**config.mk**
```make
export PLATFORM = sky130hd
export DESIGN_NAME = least_loaded_port_allocator_flat
export DESIGN_NICKNAME = d
export VERILOG_FILES = /design/src/rtl/llpa_pkg.sv /design/src/rtl/llpa_req_if.sv /design/src/rtl/llpa_rsp_if.sv /design/src/rtl/llpa_ctrl.sv /design/src/rtl/llpa_dp.sv /design/src/rtl/least_loaded_port_allocator.sv /design/src/flat_wrapper.sv
export VERILOG_INCLUDE_DIRS = /design/src /design/src/rtl
export SDC_FILE = /design/constraint.sdc
export NUM_CORES = 2
export LEC_CHECK = 0
export BUFFER_PORTS_ARGS = -buffer_cell sky130_fd_sc_hd__buf_2
export CORE_MARGIN = 8
export CORE_UTILIZATION = 30
export DETAILED_ROUTE_END_ITERATION = 6
export PLACE_DENSITY_LB_ADDON = 0.12
export SYNTH_ARGS = -nofsm -noshare
export SYNTH_HDL_FRONTEND = slang
export SYNTH_SLANG_ARGS = --single-unit
```
**constraint.sdc**
```tcl
create_clock -name clk -period 13.9 [get_ports clk]
set_input_delay 2.78 -clock clk [delete_from_list [all_inputs] [get_ports clk]]
set_output_delay 2.78 -clock clk [all_outputs]
set_load 0.02 [all_outputs]
```
**src/rtl/assert_macros.svh**
```systemverilog
// ----------------------------------------------------------------------------
// Assertion macros
// Concurrent assertion helpers shared by the RTL; compiled out with ASSERT_OFF.
// ----------------------------------------------------------------------------
`ifndef ASSERT_MACROS_SVH
`define ASSERT_MACROS_SVH

`ifndef ASSERT_OFF
// Same-cycle implication, disabled while reset is asserted.
`define ASSERT_IMPL(lbl, clk, rst_n, ante, cons) \
	lbl: assert property (@(posedge clk) disable iff (!rst_n) (ante) |-> (cons)) \
		else $error("assertion failed: same-cycle implication");
// Next-cycle implication, disabled while reset is asserted.
`define ASSERT_NEXT(lbl, clk, rst_n, ante, cons) \
	lbl: assert property (@(posedge clk) disable iff (!rst_n) (ante) |=> (cons)) \
		else $error("assertion failed: next-cycle implication");
`else
`define ASSERT_IMPL(lbl, clk, rst_n, ante, cons)
`define ASSERT_NEXT(lbl, clk, rst_n, ante, cons)
`endif

`endif

```
**src/rtl/llpa_pkg.sv**
```systemverilog
// ----------------------------------------------------------------------------
// llpa_pkg
// Shared types and constants for the least-loaded port allocator.
// ----------------------------------------------------------------------------
package llpa_pkg;

	localparam int DEF_NUM_PORTS   = 16;
	localparam int DEF_GROUP_CODES = 256;
	localparam int DEF_COUNT_WIDTH = 8;

	typedef enum logic [1:0] {
		REQ_ALLOC   = 2'd0,
		REQ_RELEASE = 2'd1,
		REQ_WRITE   = 2'd2
	} req_kind_t;

	typedef enum logic [1:0] {
		ST_OK           = 2'd0,
		ST_NO_PORT      = 2'd1,
		ST_IDLE_RELEASE = 2'd2
	} status_t;

	typedef enum logic [1:0] {
		S_IDLE,
		S_SCAN,
		S_FINISH
	} state_t;

	typedef struct packed {
		logic accept;
		logic scan_step;
		logic finish;
	} llpa_cmd_t;

	typedef struct packed {
		logic scan_last;
	} llpa_stat_t;

endpackage

```
**src/rtl/llpa_req_if.sv**
```systemverilog
// ----------------------------------------------------------------------------
// llpa_req_if
// Request channel: valid/ready handshake with the request payload.
// ----------------------------------------------------------------------------
interface llpa_req_if;
	logic        valid;
	logic        ready;
	logic [1:0]  req_type;
	logic [7:0]  group_code;
	logic [3:0]  port_index;
	logic [15:0] port_mask;

	modport source (output valid, output req_type, output group_code,
		output port_index, output port_mask, input ready);
	modport sink (input valid, input req_type, input group_code,
		input port_index, input port_mask, output ready);
endinterface

```
**src/rtl/llpa_rsp_if.sv**
```systemverilog
// ----------------------------------------------------------------------------
// llpa_rsp_if
// Response channel: valid/ready handshake with the allocation result.
// ----------------------------------------------------------------------------
interface llpa_rsp_if;
	logic       valid;
	logic       ready;
	logic [3:0] chosen_port;
	logic [1:0] status;

	modport source (output valid, output chosen_port, output status, input ready);
	modport sink (input valid, input chosen_port, input status, output ready);
endinterface

```
**src/rtl/llpa_ctrl.sv**
```systemverilog
// ----------------------------------------------------------------------------
// llpa_ctrl
// Controller: sequences accept, counter scan and result write-back.
// ----------------------------------------------------------------------------
module llpa_ctrl
	import llpa_pkg::*;
(
	input  logic       clk,
	input  logic       arst_n,
	input  logic       in_valid,
	input  logic [1:0] in_req_type,
	output logic       in_ready,
	input  logic       out_ready,
	output logic       out_valid,
	output llpa_cmd_t  cmd,
	input  llpa_stat_t stat
);

	state_t state_q;
	state_t state_nxt;
	logic   out_valid_q;

	always_ff @(posedge clk or negedge arst_n) begin
		if (!arst_n) begin
			state_q <= S_IDLE;
		end else begin
			state_q <= state_nxt;
		end
	end

	always_comb begin
		state_nxt = state_q;
		cmd       = '0;
		in_ready  = 1'b0;
		case (state_q)
			S_IDLE: begin
				in_ready   = 1'b1;
				cmd.accept = in_valid;
				if (in_valid) begin
					state_nxt = (in_req_type == REQ_ALLOC) ? S_SCAN : S_FINISH;
				end
			end
			S_SCAN: begin
				cmd.scan_step = 1'b1;
				if (stat.scan_last) begin
					state_nxt = S_FINISH;
				end
			end
			S_FINISH: begin
				// The result register must be empty or draining this cycle.
				if (!out_valid_q || out_ready) begin
					cmd.finish = 1'b1;
					state_nxt  = S_IDLE;
				end
			end
			default: begin
				state_nxt = S_IDLE;
			end
		endcase
	end

	always_ff @(posedge clk or negedge arst_n) begin
		if (!arst_n) begin
			out_valid_q <= 1'b0;
		end else if (cmd.finish) begin
			out_valid_q <= 1'b1;
		end else if (out_ready) begin
			out_valid_q <= 1'b0;
		end
	end

	assign out_valid = out_valid_q;

endmodule

```
**src/rtl/llpa_dp.sv**
```systemverilog
// ----------------------------------------------------------------------------
// llpa_dp
// Datapath: support table memory, occupancy counters, minimum scan, result.
// ----------------------------------------------------------------------------
module llpa_dp
	import llpa_pkg::*;
#(
	parameter int NUM_PORTS   = DEF_NUM_PORTS,
	parameter int GROUP_CODES = DEF_GROUP_CODES,
	parameter int COUNT_WIDTH = DEF_COUNT_WIDTH
) (
	input  logic        clk,
	input  logic        arst_n,
	input  llpa_cmd_t   cmd,
	output llpa_stat_t  stat,
	input  logic [1:0]  req_type,
	input  logic [7:0]  group_code,
	input  logic [3:0]  port_index,
	input  logic [15:0] port_mask,
	output logic [3:0]  chosen_port,
	output logic [1:0]  status
);

	localparam int PW = (NUM_PORTS > 1) ? $clog2(NUM_PORTS) : 1;
	localparam int GW = $clog2(GROUP_CODES);

	logic [NUM_PORTS-1:0]   tbl_mem [GROUP_CODES];
	logic [GROUP_CODES-1:0] tbl_vld_q;
	logic [NUM_PORTS-1:0]   rd_data_q;
	logic                   rd_vld_q;

	logic [COUNT_WIDTH-1:0] cnt_q [NUM_PORTS];

	logic [1:0]             kind_q;
	logic [PW-1:0]          rel_q;
	logic                   rel_ok_q;
	logic [PW-1:0]          scan_idx_q;
	logic                   found_q;
	logic [COUNT_WIDTH-1:0] best_q;
	logic [PW-1:0]          pick_q;
	logic [3:0]             chosen_q;
	logic [1:0]             status_q;

	logic                   grp_ok;
	logic [GW-1:0]          grp_idx;
	logic                   tbl_we;
	logic [NUM_PORTS-1:0]   avail;
	logic [PW-1:0]          cnt_addr;
	logic [COUNT_WIDTH-1:0] cnt_rd;
	logic                   cnt_we;
	logic [COUNT_WIDTH-1:0] cnt_wdata;
	logic [3:0]             res_port;
	logic [1:0]             res_status;

	assign grp_ok  = {1'b0, group_code} < 9'(GROUP_CODES);
	assign grp_idx = group_code[GW-1:0];
	assign tbl_we  = cmd.accept && (req_type == REQ_WRITE) && grp_ok;

	// Support table: one write port, one registered read port.
	always_ff @(posedge clk) begin
		if (tbl_we) begin
			tbl_mem[grp_idx] <= port_mask[NUM_PORTS-1:0];
		end
		if (cmd.accept) begin
			rd_data_q <= tbl_mem[grp_idx];
		end
	end

	// An entry never written since reset reads as an empty mask.
	always_ff @(posedge clk or negedge arst_n) begin
		if (!arst_n) begin
			tbl_vld_q <= '0;
			rd_vld_q  <= 1'b0;
		end else if (cmd.accept) begin
			if (tbl_we) begin
				tbl_vld_q[grp_idx] <= 1'b1;
			end
			rd_vld_q <= tbl_vld_q[grp_idx] && grp_ok;
		end
	end

	assign avail = rd_vld_q ? rd_data_q : '0;

	always_ff @(posedge clk) begin
		if (cmd.accept) begin
			kind_q   <= req_type;
			rel_q    <= port_index[PW-1:0];
			rel_ok_q <= {1'b0, port_index} < 5'(NUM_PORTS);
		end
	end

	always_comb begin
		if (cmd.scan_step) begin
			cnt_addr = scan_idx_q;
		end else if (kind_q == REQ_ALLOC) begin
			cnt_addr = pick_q;
		end else begin
			cnt_addr = rel_q;
		end
	end

	assign cnt_rd         = cnt_q[cnt_addr];
	assign stat.scan_last = (scan_idx_q == PW'(NUM_PORTS - 1));

	// One port per cycle; a strict less-than keeps the lowest index on a tie.
	always_ff @(posedge clk or negedge arst_n) begin
		if (!arst_n) begin
			scan_idx_q <= '0;
			found_q    <= 1'b0;
		end else if (cmd.accept) begin
			scan_idx_q <= '0;
			found_q    <= 1'b0;
		end else if (cmd.scan_step) begin
			scan_idx_q <= scan_idx_q + PW'(1);
			if (avail[scan_idx_q] && (!found_q || (cnt_rd < best_q))) begin
				found_q <= 1'b1;
			end
		end
	end

	always_ff @(posedge clk) begin
		if (cmd.scan_step && avail[scan_idx_q] && (!found_q || (cnt_rd < best_q))) begin
			best_q <= cnt_rd;
			pick_q <= scan_idx_q;
		end
	end

	always_comb begin
		res_port   = '0;
		res_status = ST_OK;
		cnt_we     = 1'b0;
		cnt_wdata  = cnt_rd;
		case (kind_q)
			REQ_ALLOC: begin
				if (found_q) begin
					res_port = 4'(pick_q);
					if (cnt_rd != '1) begin
						cnt_we    = 1'b1;
						cnt_wdata = cnt_rd + COUNT_WIDTH'(1);
					end
				end else begin
					res_status = ST_NO_PORT;
				end
			end
			REQ_RELEASE: begin
				if (rel_ok_q) begin
					if (cnt_rd == '0) begin
						res_status = ST_IDLE_RELEASE;
					end else begin
						cnt_we    = 1'b1;
						cnt_wdata = cnt_rd - COUNT_WIDTH'(1);
					end
				end
			end
			default: begin
				res_status = ST_OK;
			end
		endcase
	end

	always_ff @(posedge clk or negedge arst_n) begin
		if (!arst_n) begin
			for (int i = 0; i < NUM_PORTS; i++) begin
				cnt_q[i] <= '0;
			end
		end else if (cmd.finish && cnt_we) begin
			cnt_q[cnt_addr] <= cnt_wdata;
		end
	end

	always_ff @(posedge clk) begin
		if (cmd.finish) begin
			chosen_q <= res_port;
			status_q <= res_status;
		end
	end

	assign chosen_port = chosen_q;
	assign status      = status_q;

endmodule

```
**src/rtl/least_loaded_port_allocator.sv**
```systemverilog
// ----------------------------------------------------------------------------
// least_loaded_port_allocator
// Picks the least occupied execution port that supports an instruction group.
// ----------------------------------------------------------------------------
// Usage:
//   Requests arrive on the req channel (valid/ready). An allocate returns the
//   supporting port with the lowest occupancy and bumps its count; a release
//   decrements a port's count; a write fills one support table entry.
//   Every request yields exactly one transaction on the rsp channel.
// Allocate scan:
//   An allocate walks the occupancy counters one port per cycle; the block
//   accepts no new request until the result is written back. Release and
//   write requests skip the scan. The serial counter scan sets the allocate
//   rate.
// Reset:
//   arst_n clears all occupancy counts and marks every support table entry
//   empty at once; the block accepts a request in the first cycle after reset.
// Stall:
//   The result sits in an output register. A new request is accepted while it
//   waits; the next result is held back until the receiver takes the first.
// ----------------------------------------------------------------------------
`include "assert_macros.svh"

module least_loaded_port_allocator
	import llpa_pkg::*;
#(
	parameter int NUM_PORTS   = DEF_NUM_PORTS,
	parameter int GROUP_CODES = DEF_GROUP_CODES,
	parameter int COUNT_WIDTH = DEF_COUNT_WIDTH
) (
	input logic       clk,
	input logic       arst_n,
	llpa_req_if.sink  req,
	llpa_rsp_if.source rsp
);

	llpa_cmd_t  cmd;
	llpa_stat_t stat;

	llpa_ctrl u_ctrl (
		.clk         (clk),
		.arst_n      (arst_n),
		.in_valid    (req.valid),
		.in_req_type (req.req_type),
		.in_ready    (req.ready),
		.out_ready   (rsp.ready),
		.out_valid   (rsp.valid),
		.cmd         (cmd),
		.stat        (stat)
	);

	llpa_dp #(
		.NUM_PORTS   (NUM_PORTS),
		.GROUP_CODES (GROUP_CODES),
		.COUNT_WIDTH (COUNT_WIDTH)
	) u_dp (
		.clk         (clk),
		.arst_n      (arst_n),
		.cmd         (cmd),
		.stat        (stat),
		.req_type    (req.req_type),
		.group_code  (req.group_code),
		.port_index  (req.port_index),
		.port_mask   (req.port_mask),
		.chosen_port (rsp.chosen_port),
		.status      (rsp.status)
	);

	// A result is only written into a free or draining output register.
	`ASSERT_IMPL(a_fin_no_overwrite, clk, arst_n, cmd.finish, !rsp.valid || rsp.ready)
	// In the cycle after an accepted transaction the block is busy.
	`ASSERT_NEXT(a_busy_after_accept, clk, arst_n, req.valid && req.ready, !req.ready)
	// The counter scan never overlaps acceptance or write-back.
	`ASSERT_IMPL(a_scan_exclusive, clk, arst_n, cmd.scan_step, !req.ready && !cmd.finish)

endmodule
```
**src/flat_wrapper.sv**
```systemverilog
// flat-port wrapper written by rule: the top's interface ports become plain ports
module least_loaded_port_allocator_flat import llpa_pkg::*;
#(
	parameter int NUM_PORTS   = DEF_NUM_PORTS,
	parameter int GROUP_CODES = DEF_GROUP_CODES,
	parameter int COUNT_WIDTH = DEF_COUNT_WIDTH
)
  (clk, arst_n, req_valid, req_req_type, req_group_code, req_port_index, req_port_mask, req_ready, rsp_valid, rsp_chosen_port, rsp_status, rsp_ready);
  llpa_req_if req_i ();
  llpa_rsp_if rsp_i ();
  input logic clk;
  input logic arst_n;
  input wire logic [$bits(req_i.valid)-1:0] req_valid;
  input wire logic [$bits(req_i.req_type)-1:0] req_req_type;
  input wire logic [$bits(req_i.group_code)-1:0] req_group_code;
  input wire logic [$bits(req_i.port_index)-1:0] req_port_index;
  input wire logic [$bits(req_i.port_mask)-1:0] req_port_mask;
  output wire logic [$bits(req_i.ready)-1:0] req_ready;
  output wire logic [$bits(rsp_i.valid)-1:0] rsp_valid;
  output wire logic [$bits(rsp_i.chosen_port)-1:0] rsp_chosen_port;
  output wire logic [$bits(rsp_i.status)-1:0] rsp_status;
  input wire logic [$bits(rsp_i.ready)-1:0] rsp_ready;
  assign req_i.valid = req_valid;
  assign req_i.req_type = req_req_type;
  assign req_i.group_code = req_group_code;
  assign req_i.port_index = req_port_index;
  assign req_i.port_mask = req_port_mask;
  assign req_ready = req_i.ready;
  assign rsp_valid = rsp_i.valid;
  assign rsp_chosen_port = rsp_i.chosen_port;
  assign rsp_status = rsp_i.status;
  assign rsp_i.ready = rsp_ready;
  least_loaded_port_allocator #(.NUM_PORTS(NUM_PORTS), .GROUP_CODES(GROUP_CODES), .COUNT_WIDTH(COUNT_WIDTH)) u_core (.clk(clk), .arst_n(arst_n), .req(req_i), .rsp(rsp_i));
endmodule
```
==> run summary <==
via count: 83,052
Slew headroom: 0.0863
die area: 0.608 mm²
first-pass GRT wire length: 748 mm
CTS Sinks: 4,529
DP HPWL: 314 mm
maxcap violations: 0
routed wire length: 545 mm
worst-skew pair later-pin latency: 1.06 ns
Worst R2R Path Depth: 14
Cells after Synth: 7,610
die height: 780 µm
clk buf depth: 4
Post-Route Setup TNS: 0 ns
CP startpoint kind: input pin
pre-CTS setup slack: 5.78 ns
power density cells: 152 mW/mm²
VDD IR-drop max: 119 µV
GRT Util Overall: 0.175
Reg2Reg Setup Slack: 7.43 ns
# hold bufs at CTS: 0
gpl congestion: 0.767
CTS tree: built
Final Skew: 0.0564 ns
Post-CTS Resized: 0
Setup crit end: u_core.u_dp.rd_data_q[7]
Max Freq: 143 MHz
Remaining Overflow, GRT: 0
crit path launch: req_group_code[1]
number of port buffers: 41
Most used DFF post-synth: edfxtp_1
Hold WC Path Type: register to register
kind of critical path: input pin to register
clk slew on worst S/H paths: 0.06 ns
unrepaired setup endpoints after global routing: no
FILL cells: 53,636
Avg WL per Cell: 33.5 µm
IO Count: 42
final hold violation count: 0
CP max stage cell: buf_4
Layout Nets: 8,124
Post-synth EDFFs: 4,136
Clock H-tree levels: 6
Reg-to-Reg End: u_core.u_dp.cnt_q[34]
Period Utilization, post-route: 0.504
Die W: 780 µm
Detail Route Antenna Nets: 0
Starting Density: 0.301
syn_nets: 7,654
Synth cell types: 77
yosys warns: 0
total CTS buffers: 524
Post-CTS Repair Setup Buffers: 0
Multi-input gate area: 0.0406 mm²
sequential share of the synthesized area: 0.766
synthesized area: 0.175 mm²
initial antenna violation count: 61
post-synthesis area per instance: 23.0 µm²
Remaining DRCs: 0
CTS root buffer: clkbuf_16
initial drt markers: 8,588
design area: 0.204 mm²
fin. max-slew vios: 0
largest net degree at the start of global routing: 129
drt pass-1 iters: 6
startpoint of the worst hold path: u_core.u_dp.tbl_vld_q[209]
Worst setup EP type: register
fraction of layout cells with a size suffix above 1: 0.373
R2R Path Start: u_core.u_dp.scan_idx_q[0]
area post-placement: 0.187 mm²
total power: 31.1 mW
critical path cell sequence: buf_12 -> buf_12 -> buf_12 -> buf_4 -> mux4_2 -> mux4_2 -> a22oi_1 -> nand4_1 -> or3_1
endpoints failing setup: 0
Yosys reg bits: 4,529
register area: 0.134 mm²
Leakage: 65.5 nW
vias in the first global route: 87,326
fin crit period: 7.01 ns
number of vias per cell: 5.11
Max FO, Critical Path: 98
num rows: 280
Req. time, crit path: 14.70 ns
post-synthesis async set-or-reset flop share: 0.0868
core area: 0.582 mm²
setup ws final: 6.89 ns
area delta synth->final: 16.6%
Worst Path Arrival: 7.81 ns
Worst-Margin Slew: 1.37 ns
run status: finished, final reports clean
slowest stage delay, CP: 0.77 ns
crit-path most repeated cell: buf_12
==> cell type report <==
class	instances	share of cell area
diodes	18	0.000221
clock buffers	710	0.0701
clock inverters	228	0.0113
inverters	17	0.000313
multi-input cells	2636	0.199
flip-flops and latches	4529	0.657
well taps	7755	0.0475
repair buffers	372	0.0154
==> placed cells by master, fill, tap and decap left out, drive strengths merged, types with 4 or more instances in the layout <==
cell type  instances
o2111a             5
clkinv           165
o21ai             40
inv               47
clkinvlp          10
o22ai              4
nor2             300
a21oi             15
or3                9
o2111ai            5
nand4             16
diode             18
clkbuf           716
nor3b              5
nand2             84
mux4            1370
o311a             46
o211ai             5
a31oi              4
a211oi            52
dfrtp            393
buf              366
or2              259
ha                10
nor4               6
o21a               6
and3              10
a22oi            114
nor3              19
bufinv            23
mux2i             24
edfxtp          4136
mux2             135
nand3             27
nand2b             9
nor2b              9
and4               5
==> kinds of logic (layout without fill, tap and decap cells) <==
logic type,count (synthesis),after routing,share of synthesized area
DFF,4529,4529,0.766
muxes,1529,1529,0.186
and+or+nand+nor,770,770,0.0226
buffers and inverters,445,1327,0.0103
AOI/OAI and AO/OA,325,325,0.0144
adders and majority gates,10,10,0.000715
xor gates and xnor gates,2,2,0.000143
other,0,18,0
==> critical path: cells and delay by family <==
family                 cells  cell delay [ns]
buffers and inverters      4             1.99
muxes                      2             0.99
and+or+nand+nor            2             0.70
AOI/OAI and AO/OA          1             0.61
==> power breakdown <==
group	internal (mW)	total (mW)	switching (mW)	leakage, nW
logic	0.846	2.52	1.67	14.8
registers	15.1	15.2	0.119	42.6
clock network	7.72	13.4	5.67	8.08
==> worst min-delay path by stage <==
stage                                  to  slack, ns  cells after the start
5_1_grt        u_core.u_dp.tbl_vld_q[127]       0.46                      1
2_1_floorplan       u_core.u_dp.pick_q[3]       0.42                      0
4_1_cts         u_core.u_dp.tbl_vld_q[81]       0.46                      1
6_report       u_core.u_dp.tbl_vld_q[209]       0.46                      1
3_5_place_dp   u_core.u_dp.tbl_vld_q[187]       0.45                      1
3_3_place_gp   u_core.u_dp.tbl_vld_q[197]       0.44                      1
==> sequential cells by signal, summed over array words and instances (netlist names) <==
signal / count
u_core.u_ctrl.state_q: 2
u_core.u_dp.cnt_q: 128
u_core.u_dp.tbl_vld_q: 256
u_core.u_dp.rd_data_q: 16
u_core.u_dp.rd_vld_q: 1
u_core.u_dp.scan_idx_q: 4
u_core.u_dp.found_q: 1
u_core.u_dp.kind_q: 2
u_core.u_dp.status: 2
u_core.u_dp.best_q: 8
u_core.u_ctrl.out_valid: 1
u_core.u_dp.tbl_mem: 4096
u_core.u_dp.chosen_port: 4
u_core.u_dp.pick_q: 4
u_core.u_dp.rel_q: 4
==> per-stage QoR <==
stage / hold slack, ns / utilization / instances
6_report: 0.459 / 0.351 / 16265
5_1_grt: 0.464 / 0.351 / 16250
4_1_cts: 0.461 / 0.351 / 16247
3_5_place_dp: 0.447 / 0.322 / 15309
3_3_place_gp: 0.445 / 0.322 / 15308
2_1_floorplan: 0.423 / - / 7610
==> synth_stat cells (all sizes together) (10+ instances only) <==
| library cell | count | area, µm² |
|---|---|---|
| nand2 | 84 | 315 |
| o21ai | 40 | 200 |
| mux2 | 135 | 1520 |
| inv | 15 | 56.3 |
| a21oi | 15 | 75.1 |
| ha | 10 | 125 |
| and3 | 10 | 62.6 |
| a211oi | 52 | 395 |
| mux2i | 24 | 240 |
| edfxtp | 4136 | 124000 |
| nand4 | 16 | 106 |
| nor2 | 300 | 1140 |
| o311a | 46 | 460 |
| clkbuf | 248 | 931 |
| mux4 | 1370 | 30900 |
| buf | 180 | 817 |
| a22oi | 114 | 856 |
| or2 | 259 | 1620 |
| dfrtp | 393 | 9830 |
| nor3 | 19 | 100 |
| nand3 | 27 | 135 |
==> per-layer routing <==
layer  track usage  vias to the layer above  wire, µm
li1              -                    33360         -
met1         0.240                    46509    236000
met2         0.291                     2551    266000
met3        0.0295                      630     31000
met4        0.0371                        2     12200
met5             0                        -        12
Power figures use the tool's default switching activity.
